## src/design/rgbd_pkg.sv

```systemverilog
package rgbd_pkg;

    localparam int MAX_WIDTH = 1024;
    localparam int ADDR_W    = $clog2(MAX_WIDTH);
    localparam int ROW_W     = 16;
    localparam int SAMPLE_W  = 8;
    localparam int LEVEL_W   = 8;
    localparam int ENT_W     = 16;
    localparam int ERR_W     = 12;
    localparam int LANES     = 3;
    localparam int STORE_W   = LANES * ENT_W;

    localparam int BITS_W    = 4;
    localparam int WIDTH_W   = 11;
    localparam int HEIGHT_W  = 16;
    localparam int PADDR_W   = 4;
    localparam int PDATA_W   = 32;

    localparam logic [BITS_W-1:0]   BITS_RESET   = 4'd1;
    localparam logic [WIDTH_W-1:0]  WIDTH_RESET  = 11'd640;
    localparam logic [HEIGHT_W-1:0] HEIGHT_RESET = 16'd480;
    localparam logic [BITS_W-1:0]   BITS_MAX     = 4'd8;

    // Full scale is 255 on a grid of sixteenths.
    localparam int HALF_SCALE  = 4080;
    localparam int TWICE_SCALE = 2 * HALF_SCALE;
    // ceil(2^36 / 8160): exact floor division for dividends below 2^22.
    localparam logic [23:0] RECIP_SCALE = 24'd8421505;
    localparam int RECIP_SCALE_SHIFT    = 36;
    localparam int RECIP_N_SHIFT        = 32;

    typedef enum logic [1:0] {
        REG_BITS   = 2'd0,
        REG_WIDTH  = 2'd1,
        REG_HEIGHT = 2'd2
    } reg_idx_t;

    typedef struct packed {
        logic [BITS_W-1:0]   bits;
        logic [WIDTH_W-1:0]  width;
        logic [HEIGHT_W-1:0] height;
    } cfg_t;

    typedef struct packed {
        logic ld_pix;
        logic ld_x;
        logic use_below;
        logic ld_left;
        logic ld_t1;
        logic ld_lvl;
        logic ld_t2;
        logic ld_recon;
        logic ld_err;
        logic upd_carry;
        logic clr_carry;
    } lane_ctl_t;

    typedef enum logic [2:0] {
        ST_IDLE,
        ST_ACC,
        ST_MUL1,
        ST_DIV1,
        ST_MUL2,
        ST_DIV2,
        ST_ERR,
        ST_DONE
    } state_t;

    // ceil(2^31 / n) for n = 2^b - 1, so that a product shifted right by 32
    // gives floor(t / (2n)) exactly for t below 2^23.
    function automatic logic [31:0] recip_for_bits(input logic [BITS_W-1:0] b);
        logic [31:0] r;
        begin
            case (b)
                4'd1:    r = 32'd2147483648;
                4'd2:    r = 32'd715827883;
                4'd3:    r = 32'd306783379;
                4'd4:    r = 32'd143165577;
                4'd5:    r = 32'd69273667;
                4'd6:    r = 32'd34087043;
                4'd7:    r = 32'd16909321;
                default: r = 32'd8421505;
            endcase
            return r;
        end
    endfunction

endpackage

```

## src/design/rgbd_cfg.sv

```systemverilog
module rgbd_cfg (
    input  logic                          clk,
    input  logic                          rst_n,
    input  logic                          psel,
    input  logic                          penable,
    input  logic                          pwrite,
    input  logic [rgbd_pkg::PADDR_W-1:0]  paddr,
    input  logic [rgbd_pkg::PDATA_W-1:0]  pwdata,
    output logic [rgbd_pkg::PDATA_W-1:0]  prdata,
    output logic                          pready,
    output rgbd_pkg::cfg_t                cfg
);
    import rgbd_pkg::*;

    cfg_t     cfg_reg;
    reg_idx_t idx;
    logic     wr;

    assign idx    = reg_idx_t'(paddr[PADDR_W-1:2]);
    assign wr     = psel && penable && pwrite && pready;
    assign pready = 1'b1;
    assign cfg    = cfg_reg;

    always_ff @(posedge clk or negedge rst_n)
    begin
        if (!rst_n)
        begin
            cfg_reg.bits   <= BITS_RESET;
            cfg_reg.width  <= WIDTH_RESET;
            cfg_reg.height <= HEIGHT_RESET;
        end
        else if (wr)
        begin
            unique case (idx)
                REG_BITS:   cfg_reg.bits   <= pwdata[BITS_W-1:0];
                REG_WIDTH:  cfg_reg.width  <= pwdata[WIDTH_W-1:0];
                REG_HEIGHT: cfg_reg.height <= pwdata[HEIGHT_W-1:0];
                default:    ;
            endcase
        end
    end

    always_comb
    begin
        unique case (idx)
            REG_BITS:   prdata = PDATA_W'(cfg_reg.bits);
            REG_WIDTH:  prdata = PDATA_W'(cfg_reg.width);
            REG_HEIGHT: prdata = PDATA_W'(cfg_reg.height);
            default:    prdata = '0;
        endcase
    end

endmodule

```

## config.mk

```make
export PLATFORM = sky130hd
export DESIGN_NAME = rgbd_cfg
export DESIGN_NICKNAME = d
export VERILOG_FILES = /design/src/design/rgbd_pkg.sv /design/src/design/rgbd_cfg.sv
export SDC_FILE = /design/constraint.sdc
export NUM_CORES = 1
export LEC_CHECK = 0
export ABC_AREA = 1
export BUFFER_PORTS_ARGS = -buffer_cell sky130_fd_sc_hd__buf_2
export CAP_MARGIN = 20
export CORE_AREA = 2 2 64 66
export CTS_BUF_LIST = sky130_fd_sc_hd__clkbuf_8
export DETAILED_ROUTE_END_ITERATION = 16
export DIE_AREA = 0 0 66 68
export PLACE_DENSITY = 0.9
export SLEW_MARGIN = 25
export SYNTH_ARGS = -nofsm -noshare
export SYNTH_HDL_FRONTEND = slang
export SYNTH_SLANG_ARGS = --single-unit
```

## constraint.sdc

```tcl
create_clock -name clk -period 1.03 [get_ports clk]
set_input_delay 0.1545 -clock clk [delete_from_list [all_inputs] [get_ports clk]]
set_output_delay 0.1545 -clock clk [all_outputs]
set_load 0.02 [all_outputs]
```

After elaboration in Yosys (flattened, before gate mapping)
Index checks and enable logic that the tools add are counted.
Cells by class
  equality and inequality tests: 2
  muxes and demuxes: 1
  reduce and logical (&&, ||, !) cells: 6
Operators by type and width (count)
  $pmux W16 S3: 1
  $reduce_and A2 Y1: 3
  $eq A2 B1 Y1 const B: 1
  $eq A2 B2 Y1 const B: 1
  $logic_and A1 B1 Y1: 2
  $logic_not A2 Y1: 1
Word-level totals
  bits in registers: 31
  output and inout bits: 64
  logic and storage cells: 12

Longest topological paths before layout
  word-level depth: 3
  mapped depth: 7

Worst setup path after synthesis
No wires, ideal clock.
  path type: register -> output
  from: register cfg_reg (netlist bit cfg[27])
  to: output prdata[0] in the netlist's numbering
  arrival time: 828 ps
  required time: 876 ps
  path slack: 47 ps
  cell stages (with the launch flop): 3
  buffers on the path: 0
  cells stage by stage: dfstp_2 > nand2_1 > nand3_1
On the way
  word-level cells in the longest chain between the ends: 1
RTL lines
  start: declaration: RTL line rgbd_cfg.sv:15  | cfg_t cfg_reg;
  $pmux W16 S3: RTL line rgbd_cfg.sv:45  | unique case (idx)
  end: declaration: RTL line rgbd_cfg.sv:9  | output logic [rgbd_pkg::PDATA_W-1:0] prdata,
No other way between the ends.

Worst setup path after layout
Ends and elaborated chain as after synthesis.

==> metrics <==
outcome finished, violations left; failing checks negative setup slack; number of sinks on the clock net 31; DR pass1 iterations 6; first-pass GRT wire length 6651 microns; Syn Std Cell Area 0.001598 sq mm; Post-Synth Simple-Gate Area 36.73%; CTS max path bufs 2; RSZ-0062 raised after global routing true; largest net degree at the start of global routing 20; initial antenna violation count 0; Synth Register Bits 31; Die Span Y 68 microns; largest family of logic cells by synthesized area simple AND/OR/NAND/NOR gates; synth unique cells 14; r2r worst-path depth 4; Initial Utilization 41.43%; Pwr Density 1785 mW/mm^2; Worst setup EP type output pin; total CTS buffers 5; met3 usage 5.099%; Largest register FFs 31; Period minus WS final 1230 ps; CTS tree yes; Avg Cell Area, Syn 7.466 sq um; Seq/Total Area, Yosys 49.10%; Syn Inst Count 214; ANT cells 0; H-tree depth 2; dpl hpwl 2986 microns; clk root buf clkbuf_8; Worst Setup EP prdata[0]; Post-Synth Adder-Cell Area 0%; required time worst endpoint 880 ps; HP Class in2reg; fillers 319; vias in the first global route 1528; nets 355; worst r2r src cfg[17]; Total GRT Usage 19.73%; XOR/XNOR Fraction of Synth Area 0%; core area 0.003856 sq mm; average wire per standard cell 12.36 microns; placed insts 336; M1 GR Usage 22.09%; Final period util 119.4%; Setup WS pre-CTS -99.22 ps; worst setup margin -199.9 ps; die extent in x 66 microns; CP arrival 1080 ps; global route overflow 0; Static Leakage 1.469 nW; r2r setup slk 110 ps; FF/Latch Area 784.5 sq um; Port Buffer Count 69; crit path from cfg[27]; Ys Warns 0; overall power 0.004455 W; final core occ 64.73%; Non-Filler Instances 365; reg2reg end cfg[17]; number of vias per cell 4.526; fraction of layout cells with a size suffix above 1 43.81%; clk_lat worst skew 270 ps; Ports 105; gr busiest metal met2; Setup Skew 0 ps; Max Freq 813.1 MHz; mux cell area share after synthesis 0%; max cap viols 0; drt drc 0; Worst-path clk slew 70 ps; GP Congestion 0.8248; CP Max Fanout 2; final antenna-violating net count 0; M2 GR Usage 37.37%; Layout area overhead 56.23%; Die ar. 0.004488 sq mm; WL final 4512 microns; WS Path Type reg2out; final max-slew violation count 0; peak supply drop 1.096 mV; final setup fails 29; count of final hold-check violations 0; post-synthesis compound-gate area fraction 0%; Initial DRC Count 36; routed via count 1652; Multi-input gate area 705.7 sq um; row count 23; crit path launch type flop
## critical path: stages (launching register included)
cell     delay, ps
dfstp_2        550
nand2_2         60
nand3_2         80
buf_6          110
## cells in the mapped netlist (all sizes together)
| library cell | n | area, sq um |
|---|---|---|
| buf | 23 | 181.4 |
| conb | 2 | 7.510 |
| dfrtp | 24 | 600.6 |
| dfstp | 7 | 183.9 |
| inv | 10 | 37.54 |
| nand2 | 133 | 514.2 |
| nand3 | 5 | 25.02 |
| nor2 | 10 | 47.55 |
## stage by stage
stage          hold slack, ps  area, sq um  TNS, ps
2_1_floorplan          -141.1         1654        0
5_1_grt                 88.80         2496    -3948
3_5_place_dp            76.14         1988    -1520
4_1_cts                 71.95         2298    -2629
6_report                79.76         2496    -2799
3_3_place_gp            72.49         1988    -1015
## where the power goes
part           switching [W]  internal, W
combinational       0.000998     0.000874
sequential          0.000202      0.00151
clock               0.000417     0.000453
total                0.00162      0.00284
## logic make-up after synthesis
kind of cell	Yosys count
AND/OR/NAND/NOR	148
buffers and inverters	33
flip-flops	31
other	2
## final cells by class
type                       instances  share of cell area, %
multi-input combinational        165                  28.27
tap                               50                  2.506
clock buffer                       5                  2.757
timing repair buffer             101                  33.03
sequential                        31                  31.43
inverter                          10                  1.504
clock inverter                     3                 0.5013
## how the worst min path moves through the flow
stage | startpoint | end | slack (ps) | depth (start not counted)
after floorplan | rst_n | cfg[0] | -140 | 0
after detailed placement | rst_n | cfg[29] | 80 | 1
after global placement | rst_n | cfg[29] | 70 | 1
after global routing | pwdata[9] | cfg[25] | 90 | 3
final | pwdata[13] | cfg[13] | 80 | 3
after CTS | pwdata[13] | cfg[13] | 70 | 3
## routing by layer
layer / vias to the layer above / routed length, microns
met5: - / 0
met4: 0 / 36
met3: 4 / 323
met2: 81 / 2483
met1: 760 / 1669
li1: 807 / -
## cells in the final DEF (no fill, tap or decap), types with 2 or more instances in the layout
| cell | instances |
|---|---|
| buf_12 | 2 |
| buf_2 | 37 |
| buf_4 | 26 |
| buf_6 | 35 |
| clkbuf_8 | 5 |
| conb_1 | 17 |
| dfrtp_1 | 24 |
| dfstp_2 | 7 |
| inv_1 | 7 |
| inv_2 | 5 |
| nand2_1 | 121 |
| nand2_2 | 10 |
| nand2_4 | 2 |
| nand3_2 | 4 |
| nor2_1 | 6 |
| nor2_2 | 2 |
| nor2_4 | 2 |
## timing repair
| action | in CTS | in global routing |
|---|---|---|
| hold endpoints to repair | 8 | 0 |
| hold buffers | 1 | 0 |
| gates resized for setup | 48 | 39 |
| buffers inserted | 9 | 11 |
| pin swaps | 17 | 13 |
| endpoints found under the setup margin | 23 | 30 |
(Power assumes the default switching activity.)
