--- src/design/rgbd_pkg.sv ---
package rgbd_pkg;

    localparam int MAX_WIDTH = 1024;
    localparam int ADDR_W    = $clog2(MAX_WIDTH);
    localparam int ROW_W     = 16;
    localparam int SAMPLE_W  = 8;
    localparam int LEVEL_W   = 8;
    localparam int ENT_W     = 16;
    localparam int ERR_W     = 12;
    localparam int LANES     = 3;
    localparam int STORE_W   = LANES * ENT_W;

    localparam int BITS_W    = 4;
    localparam int WIDTH_W   = 11;
    localparam int HEIGHT_W  = 16;
    localparam int PADDR_W   = 4;
    localparam int PDATA_W   = 32;

    localparam logic [BITS_W-1:0]   BITS_RESET   = 4'd1;
    localparam logic [WIDTH_W-1:0]  WIDTH_RESET  = 11'd640;
    localparam logic [HEIGHT_W-1:0] HEIGHT_RESET = 16'd480;
    localparam logic [BITS_W-1:0]   BITS_MAX     = 4'd8;

    // Full scale is 255 on a grid of sixteenths.
    localparam int HALF_SCALE  = 4080;
    localparam int TWICE_SCALE = 2 * HALF_SCALE;
    // ceil(2^36 / 8160): exact floor division for dividends below 2^22.
    localparam logic [23:0] RECIP_SCALE = 24'd8421505;
    localparam int RECIP_SCALE_SHIFT    = 36;
    localparam int RECIP_N_SHIFT        = 32;

    typedef enum logic [1:0] {
        REG_BITS   = 2'd0,
        REG_WIDTH  = 2'd1,
        REG_HEIGHT = 2'd2
    } reg_idx_t;

    typedef struct packed {
        logic [BITS_W-1:0]   bits;
        logic [WIDTH_W-1:0]  width;
        logic [HEIGHT_W-1:0] height;
    } cfg_t;

    typedef struct packed {
        logic ld_pix;
        logic ld_x;
        logic use_below;
        logic ld_left;
        logic ld_t1;
        logic ld_lvl;
        logic ld_t2;
        logic ld_recon;
        logic ld_err;
        logic upd_carry;
        logic clr_carry;
    } lane_ctl_t;

    typedef enum logic [2:0] {
        ST_IDLE,
        ST_ACC,
        ST_MUL1,
        ST_DIV1,
        ST_MUL2,
        ST_DIV2,
        ST_ERR,
        ST_DONE
    } state_t;

    // ceil(2^31 / n) for n = 2^b - 1, so that a product shifted right by 32
    // gives floor(t / (2n)) exactly for t below 2^23.
    function automatic logic [31:0] recip_for_bits(input logic [BITS_W-1:0] b);
        logic [31:0] r;
        begin
            case (b)
                4'd1:    r = 32'd2147483648;
                4'd2:    r = 32'd715827883;
                4'd3:    r = 32'd306783379;
                4'd4:    r = 32'd143165577;
                4'd5:    r = 32'd69273667;
                4'd6:    r = 32'd34087043;
                4'd7:    r = 32'd16909321;
                default: r = 32'd8421505;
            endcase
            return r;
        end
    endfunction

endpackage

--- src/design/rgbd_lane.sv ---
module rgbd_lane (
    input  logic                           clk,
    input  logic                           rst_n,
    input  rgbd_pkg::lane_ctl_t            ctl,
    input  logic [rgbd_pkg::SAMPLE_W-1:0]  sample,
    input  logic [rgbd_pkg::ENT_W-1:0]     entry,
    input  logic [rgbd_pkg::LEVEL_W-1:0]   n_levels,
    input  logic [31:0]                    recip_n,
    output logic [rgbd_pkg::LEVEL_W-1:0]   level,
    output logic [rgbd_pkg::ENT_W-1:0]     cur_entry,
    output logic [rgbd_pkg::ENT_W-1:0]     left_entry
);
    import rgbd_pkg::*;

    logic [SAMPLE_W-1:0]      sample_reg;
    logic signed [ERR_W-1:0]  carry_reg;
    logic signed [13:0]       x_reg;
    logic [ENT_W-1:0]         left_reg;
    logic [21:0]              t1_reg;
    logic [9:0]               lvl_mag_reg;
    logic                     lvl_neg_reg;
    logic [22:0]              t2_reg;
    logic signed [14:0]       recon_reg;
    logic signed [ERR_W-1:0]  e_reg;

    logic signed [17:0]       below;
    logic signed [17:0]       acc;
    logic [17:0]              acc_mag;
    logic [12:0]              rnd_mag;
    logic signed [13:0]       rnd;
    logic signed [13:0]       x_next;
    logic [12:0]              x_mag;
    logic [20:0]              prod1;
    logic [45:0]              prod2;
    logic [54:0]              prod3;
    logic [13:0]              recon_mag;
    logic signed [14:0]       e_full;
    logic signed [ERR_W-1:0]  e_now;
    logic signed [ENT_W-1:0]  e_now16;
    logic signed [ENT_W-1:0]  e_reg16;

    // Accumulated error: seven times the left neighbour's error plus the
    // entry left by the row above, then rounded from 1/256 to 1/16 units.
    assign below   = ctl.use_below ? 18'(signed'(entry)) : 18'sd0;
    assign acc     = 18'(carry_reg) * 18'sd7 + below;
    assign acc_mag = acc[17] ? 18'(-acc) : 18'(acc);
    assign rnd_mag = 13'((acc_mag + 18'd8) >> 4);
    assign rnd     = acc[17] ? -$signed({1'b0, rnd_mag}) : $signed({1'b0, rnd_mag});
    assign x_next  = $signed({2'b00, sample_reg, 4'b0000}) + rnd;

    assign x_mag   = x_reg[13] ? 13'(-x_reg) : 13'(x_reg);
    assign prod1   = 21'(x_mag) * 21'(n_levels);
    assign prod2   = 46'(t1_reg) * 46'(RECIP_SCALE);
    assign prod3   = 55'(t2_reg) * 55'(recip_n);
    assign recon_mag = prod3[RECIP_N_SHIFT +: 14];

    assign e_full  = 15'(x_reg) - recon_reg;
    assign e_now   = e_full[ERR_W-1:0];
    assign e_now16 = ENT_W'(e_now);
    assign e_reg16 = ENT_W'(e_reg);

    // Five sixteenths below plus one sixteenth from the left neighbour.
    assign cur_entry  = (e_now16 <<< 2) + e_now16 + ENT_W'(carry_reg);
    // Three sixteenths to the lower left, added to what is already stored.
    assign left_entry = left_reg + (e_reg16 <<< 1) + e_reg16;

    always_comb
    begin
        if (lvl_neg_reg)
        begin
            level = '0;
        end
        else if (lvl_mag_reg > 10'(n_levels))
        begin
            level = n_levels;
        end
        else
        begin
            level = lvl_mag_reg[LEVEL_W-1:0];
        end
    end

    always_ff @(posedge clk or negedge rst_n)
    begin
        if (!rst_n)
        begin
            carry_reg <= '0;
        end
        else if (ctl.upd_carry)
        begin
            carry_reg <= ctl.clr_carry ? '0 : e_reg;
        end
    end

    always_ff @(posedge clk)
    begin
        if (ctl.ld_pix)
        begin
            sample_reg <= sample;
        end
        if (ctl.ld_x)
        begin
            x_reg <= x_next;
        end
        if (ctl.ld_left)
        begin
            left_reg <= entry;
        end
        if (ctl.ld_t1)
        begin
            t1_reg <= {prod1, 1'b0} + 22'(HALF_SCALE);
        end
        if (ctl.ld_lvl)
        begin
            lvl_mag_reg <= prod2[RECIP_SCALE_SHIFT +: 10];
            lvl_neg_reg <= x_reg[13] && (prod2[RECIP_SCALE_SHIFT +: 10] != 10'd0);
        end
        if (ctl.ld_t2)
        begin
            t2_reg <= 23'(lvl_mag_reg) * 23'(TWICE_SCALE) + 23'(n_levels);
        end
        if (ctl.ld_recon)
        begin
            recon_reg <= lvl_neg_reg ? -$signed({1'b0, recon_mag})
                                     : $signed({1'b0, recon_mag});
        end
        if (ctl.ld_err)
        begin
            e_reg <= e_now;
        end
    end

endmodule
--- config.mk ---
export PLATFORM = sky130hd
export DESIGN_NAME = rgbd_lane
export DESIGN_NICKNAME = d
export VERILOG_FILES = /design/src/design/rgbd_pkg.sv /design/src/design/rgbd_lane.sv
export SDC_FILE = /design/constraint.sdc
export NUM_CORES = 2
export LEC_CHECK = 0
export BUFFER_PORTS_ARGS = -buffer_cell sky130_fd_sc_hd__buf_4
export CORE_ASPECT_RATIO = 0.6
export CORE_MARGIN = 2
export CORE_UTILIZATION = 50
export DETAILED_ROUTE_END_ITERATION = 8
export GPL_ROUTABILITY_DRIVEN = 0
export PLACE_DENSITY = 0.64
export SYNTH_ARGS = -nofsm -noshare
export SYNTH_HDL_FRONTEND = slang
export SYNTH_SLANG_ARGS = --single-unit
--- constraint.sdc ---
create_clock -name clk -period 10 [get_ports clk]
set_input_delay 1 -clock clk [delete_from_list [all_inputs] [get_ports clk]]
set_output_delay 1 -clock clk [all_outputs]
set_load 0.01 [all_outputs]
[After elaboration in Yosys (flattened, before gate mapping)]
Index checks and enable logic that the tools add are counted.
Storage, ports and cells
  bits in registers: 130
  input port bits: 77
  logic and storage cells: 40
  output and inout port bits: 40
Cells by class
  order comparisons: 1
  multipliers: 5
  reductions and logical operators: 2
  mux-type cells: 8
  $add $sub $neg: 14
Operators by type and width (number)
  $mul 22x24->46 const B: 1
  $mul 23x32->44: 1
  $add 16x16->16: 2
  $mux 12: 2
  $add 23x8->23: 1
  $add 22x12->22 const B: 1
  $mul 13x8->21: 1
  $add 16x18->18: 1
  $mul 10x8->18 const B: 1
  $mux 18: 1
  $add 17x4->17 const B: 1
  $mux 17: 1
  $neg 17->17: 1
  $add 15x12->16: 1
  $mul 12x4->16 const B: 1
  $mux 8: 2
  $add 14x12->15: 1
  $add 13x14->14: 1
  $mux 14: 1
  $neg 13->14: 1
  $mux 13: 1
  $neg 13->13: 1
  $neg 12->12: 1
  $sub 12x12->12: 1
  3 further kinds: 3

[Depth between registers and ports, before layout]
  depth in word-level cells: 8
  mapped depth: 39
  depth with buffers taken out: 35

[Least setup slack after synthesis]
Ideal clock, no wire load.
  kind: input to register
  from: input port recip_n[25]
  to: register recon_reg[10] (data pin)
  library setup time: 0.134 ns
  cell stages on the path: 27
  path slack: 1.602 ns
  path buffers: 2
  arrival time: 8.263 ns
  required time: 9.866 ns
  path through: clkbuf_1 -> buf_1 -> nand2_1 -> fa_1 -> fa_1 -> inv_1 -> fa_1 -> inv_1 -> fa_1 -> inv_1 -> fa_1 -> fa_1 -> inv_1 -> fa_1 -> inv_1 -> ha_1 -> a21o_1 -> a21o_1 -> a2111oi_0 -> o31ai_1 -> a21oi_1 -> a21oi_1 -> or4_1 -> a211oi_1 -> nand3_1 -> o311a_1 -> nand3_1
On the way
  word-level cells in the longest chain between the ends: 3
RTL lines
  from (decl): line rgbd_lane.sv:8  | input logic [31:0] recip_n,
  $mul 23x32->44 (*): line rgbd_lane.sv:54  | assign prod3 = 55'(t2_reg) * 55'(recip_n);
  $neg 12->12: line rgbd_lane.sv:124  | recon_reg <= lvl_neg_reg ? -$signed({1'b0, recon_mag})
  $mux 12 (*): line rgbd_lane.sv:124
  to (signal assigned): line rgbd_lane.sv:124
  to (decl): line rgbd_lane.sv:23  | logic signed [14:0] recon_reg;
Mark *: on every way between the ends. The rest lies on a longest branch, timed or not.
A chain may end at the register's enable or synchronous reset.

[Final worst setup path]
  from: register t2_reg[11]
  to: register recon_reg[10] (data pin)
On the way
  word-level cells in the longest chain between the ends: 3
RTL lines
  from (decl): line rgbd_lane.sv:22  | logic [22:0] t2_reg;
  from (signal assigned): line rgbd_lane.sv:120  | t2_reg <= 23'(lvl_mag_reg) * 23'(TWICE_SCALE) + 23'(n_levels);
  $mul 23x32->44 (*): line rgbd_lane.sv:54
  $neg 12->12: line rgbd_lane.sv:124
  $mux 12 (*): line rgbd_lane.sv:124
Marks and branches as above.

==> key figures <==
Place
  – DP Wirelength: 84,500 um
  – Port bufs: 116
  – Placed inst area: 40,600 sq um
  – Place WS: 771 ps

Detailed routing
  – Router iterations before antenna repair: 8
  – WL per Instance: 19.4 um
  – DR vias: 28,200
  – WL final: ~100,000 um
  – DRT antenna net count: 0
  – DR DRC count: 0
  – Initial drt markers: roughly 2,200
  – Vias per Instance: about 5.3

Synth
  – Synthesized flop and latch total: 129
  – Asr flop ratio synth: 9.30%
  – Synth Cell Area: 38,800 sq um
  – Syn avg cell area: 9.13 sq um
  – Post-synthesis simple-gate area fraction: 14.9%
  – Largest family of logic cells by synthesized area: adder cells
  – Adder-cell share of the synthesized area: 51.7%
  – Synth unique cells: 95
  – Synth Net Count: approximately 5,500
  – EDFF count, synth: 117
  – Compound-Gate Fraction of Synth Area: ~7.5%
  – Top FF cell, synth: edfxtp_1
  – Yosys Warn Count: 0
  – Synth Area in XOR/XNOR: between 4 and 5%
  – Post-synthesis mux area share: less than 1%
  – Seq/Total Area, Yosys: under 10%
  – Cells after Synth: 4,249

Critical path
  – CP max stage cell: edfxtp_1
  – Number of cells on the critical path: 27
  – CP max FO: 24
  – Largest delay share family, worst path: adder cells
  – Worst setup EP type: flip-flop
  – R2r worst-path depth: 27
  – Most frequent CP cell: fa_1
  – WP buf/inv: 6
  – CP arrival: about 9700 ps
  – Reg2reg start: t2_reg[11]$_DFFE_PP_
  – Crit-path max cell delay: 1200 ps
  – Crit Path Category: reg -> reg
  – R2R setup slack: just under 600 ps
  – CP Launch Type: flip-flop
  – Worst EP required: around 10,000 ps
  – Worst R2R End: recon_reg[10]$_DFFE_PP_

Global routing
  – Antenna violations before repair: 1
  – First-pass GRT wire length: between 150,000 and 200,000 um
  – Gr usage total: about 27%
  – Grt total ovfl: 0
  – Largest net degree at the start of global routing: 33
  – Number of global-route vias before repair: approximately 29,000

Cells and area
  – Max FFs per register: 23
  – Share of layout cells above drive strength 1: ~5%
  – Final core utilization: between 50% and 60%
  – Post-route cell area: 41,300 sq um
  – Layout Nets: approximately 5,500
  – Commonest non-fill, non-tap cell in the layout: inv_1
  – Layout area overhead: 6.33%
  – Most frequent cells in the layout: inv_1, fa_1, nand2_1

STA
  – Fin. Hold Viols: 0
  – Clk_skew: 15.3 ps
  – Slew Limit Fails: 0
  – Max Fclk: 0.106 GHz
  – Slack of the critical path: around 580 ps
  – Crit share post-route: around 94%
  – Setup TNS: 0 ps
  – Minimum clock period: 9420 ps
  – RSZ-0062 raised after global routing: no
  – Final setup fails: 0
  – Slew HR: between 10% and 20%
  – Slew @ Worst Pin: around 1300 ps

CTS
  – H-tree depth: 4
  – Clk sinks: around 130
  – Postcts setup bufs: 0
  – Reg clk slew, reported paths: ~70 ps
  – Post_cts resized: 0
  – Worst-skew pair later-pin latency: 450 ps
  – Hold-fix buffers, CTS: 0
  – CTS tree: yes
  – Clock Tree Root: clkbuf_16
  – Max clock buf depth: 2
  – Clock buffer count from CTS: 17

Floorplanning
  – Die area: between 70,000 and 80,000 sq um
  – Die W: 364 um
  – I/O pin count: between 100 and 150
  – CORE AREA: between 70,000 and 80,000 sq um
  – Initial core utilization: just over 50%
  – Die H: approximately 220 um
  – Row cnt: 79

Outcome
  – Status: finished, final reports clean

Run
  – Max Cap Viol: 0

Min path
  – HP Class: in -> async
## worst register-to-register path, stage by stage, from the launching register on
cell and delay (ps):
edfxtp_1 1200, buf_4 350, nand2_1 90, fa_1 490
inv_1 50, fa_1 530, inv_1 50, fa_1 500
inv_1 60, fa_1 480, inv_1 50, fa_1 510
fa_1 550, fa_1 570, inv_1 50, ha_1 370
a21o_1 280, a21o_1 200, a21oi_1 210, nand2_1 90
a211oi_1 440, nand3_1 380, a2111oi_0 470, a221oi_1 140
a211oi_1 510, nand3_1 210, o311a_1 390, nand3_1 80
## synth_stat cells (21+ instances only)
cell / number / area share [%]
a211oi_1: 21 / 0.41
a21o_1: 55 / 1.1
a21oi_1: 119 / 1.5
and2_1: 261 / 4.2
and3_1: 25 / 0.40
clkbuf_1: 142 / 1.4
edfxtp_1: 117 / 9.1
fa_1: 737 / 38
ha_1: 424 / 14
inv_1: 942 / 9.1
nand2_1: 599 / 5.8
nand3_1: 37 / 0.48
nor2_1: 105 / 1.0
nor3_1: 40 / 0.52
o21ai_0: 68 / 0.88
o21bai_1: 29 / 0.56
xnor2_1: 141 / 3.2
xor2_1: 63 / 1.4
## stage by stage
| stage | instances | hold WS (ps) |
|---|---|---|
| final | 5324 | 391 |
| after global routing | 5323 | 387 |
| after CTS | 5323 | 370 |
| after detailed placement | 5291 | 593 |
| after global placement | 5291 | 580 |
| after floorplan | 4249 | 526 |
## routing by layer
layer / vias to the layer above / GRT usage, % / wire length, um
li1: 13100 / - / -
met1: 14000 / 44.9 / 53000
met2: 1075 / 36.0 / 39600
met3: 65 / 5.92 / 9540
met4: 0 / 3.10 / 877
met5: - / 0 / 0
## cell type report
type                       instances  area, sq um
antenna                            1         2.50
clock buffer                      20          457
clock inverter                    12          204
fill                            7122        35900
inverter                         943         3540
multi-input combinational       3016        30800
sequential                       129         3810
tap                             1053         1320
timing repair buffer             150         1130
## logic make-up after synthesis
group / Yosys count
compound gates: 431
fa+ha+maj: 1162
buf+inv: 1104
simple gates: 1197
flops: 129
mux: 19
xor+xnor: 207
## worst max-delay path by stage
stage                          from  slack [ps]                 endpoint
4_1_cts        t2_reg[11]$_DFFE_PP_         780  recon_reg[10]$_DFFE_PP_
3_5_place_dp            recip_n[13]         770  recon_reg[10]$_DFFE_PP_
3_3_place_gp            recip_n[13]         850  recon_reg[10]$_DFFE_PP_
2_1_floorplan           recip_n[25]        1600  recon_reg[10]$_DFFE_PP_
5_1_grt        t2_reg[11]$_DFFE_PP_         230  recon_reg[10]$_DFFE_PP_
6_report       t2_reg[11]$_DFFE_PP_         580  recon_reg[10]$_DFFE_PP_
Power is left out: the tool's default activity adds up to more than one toggle a clock period on the data nets, which glitch-free logic cannot reach.
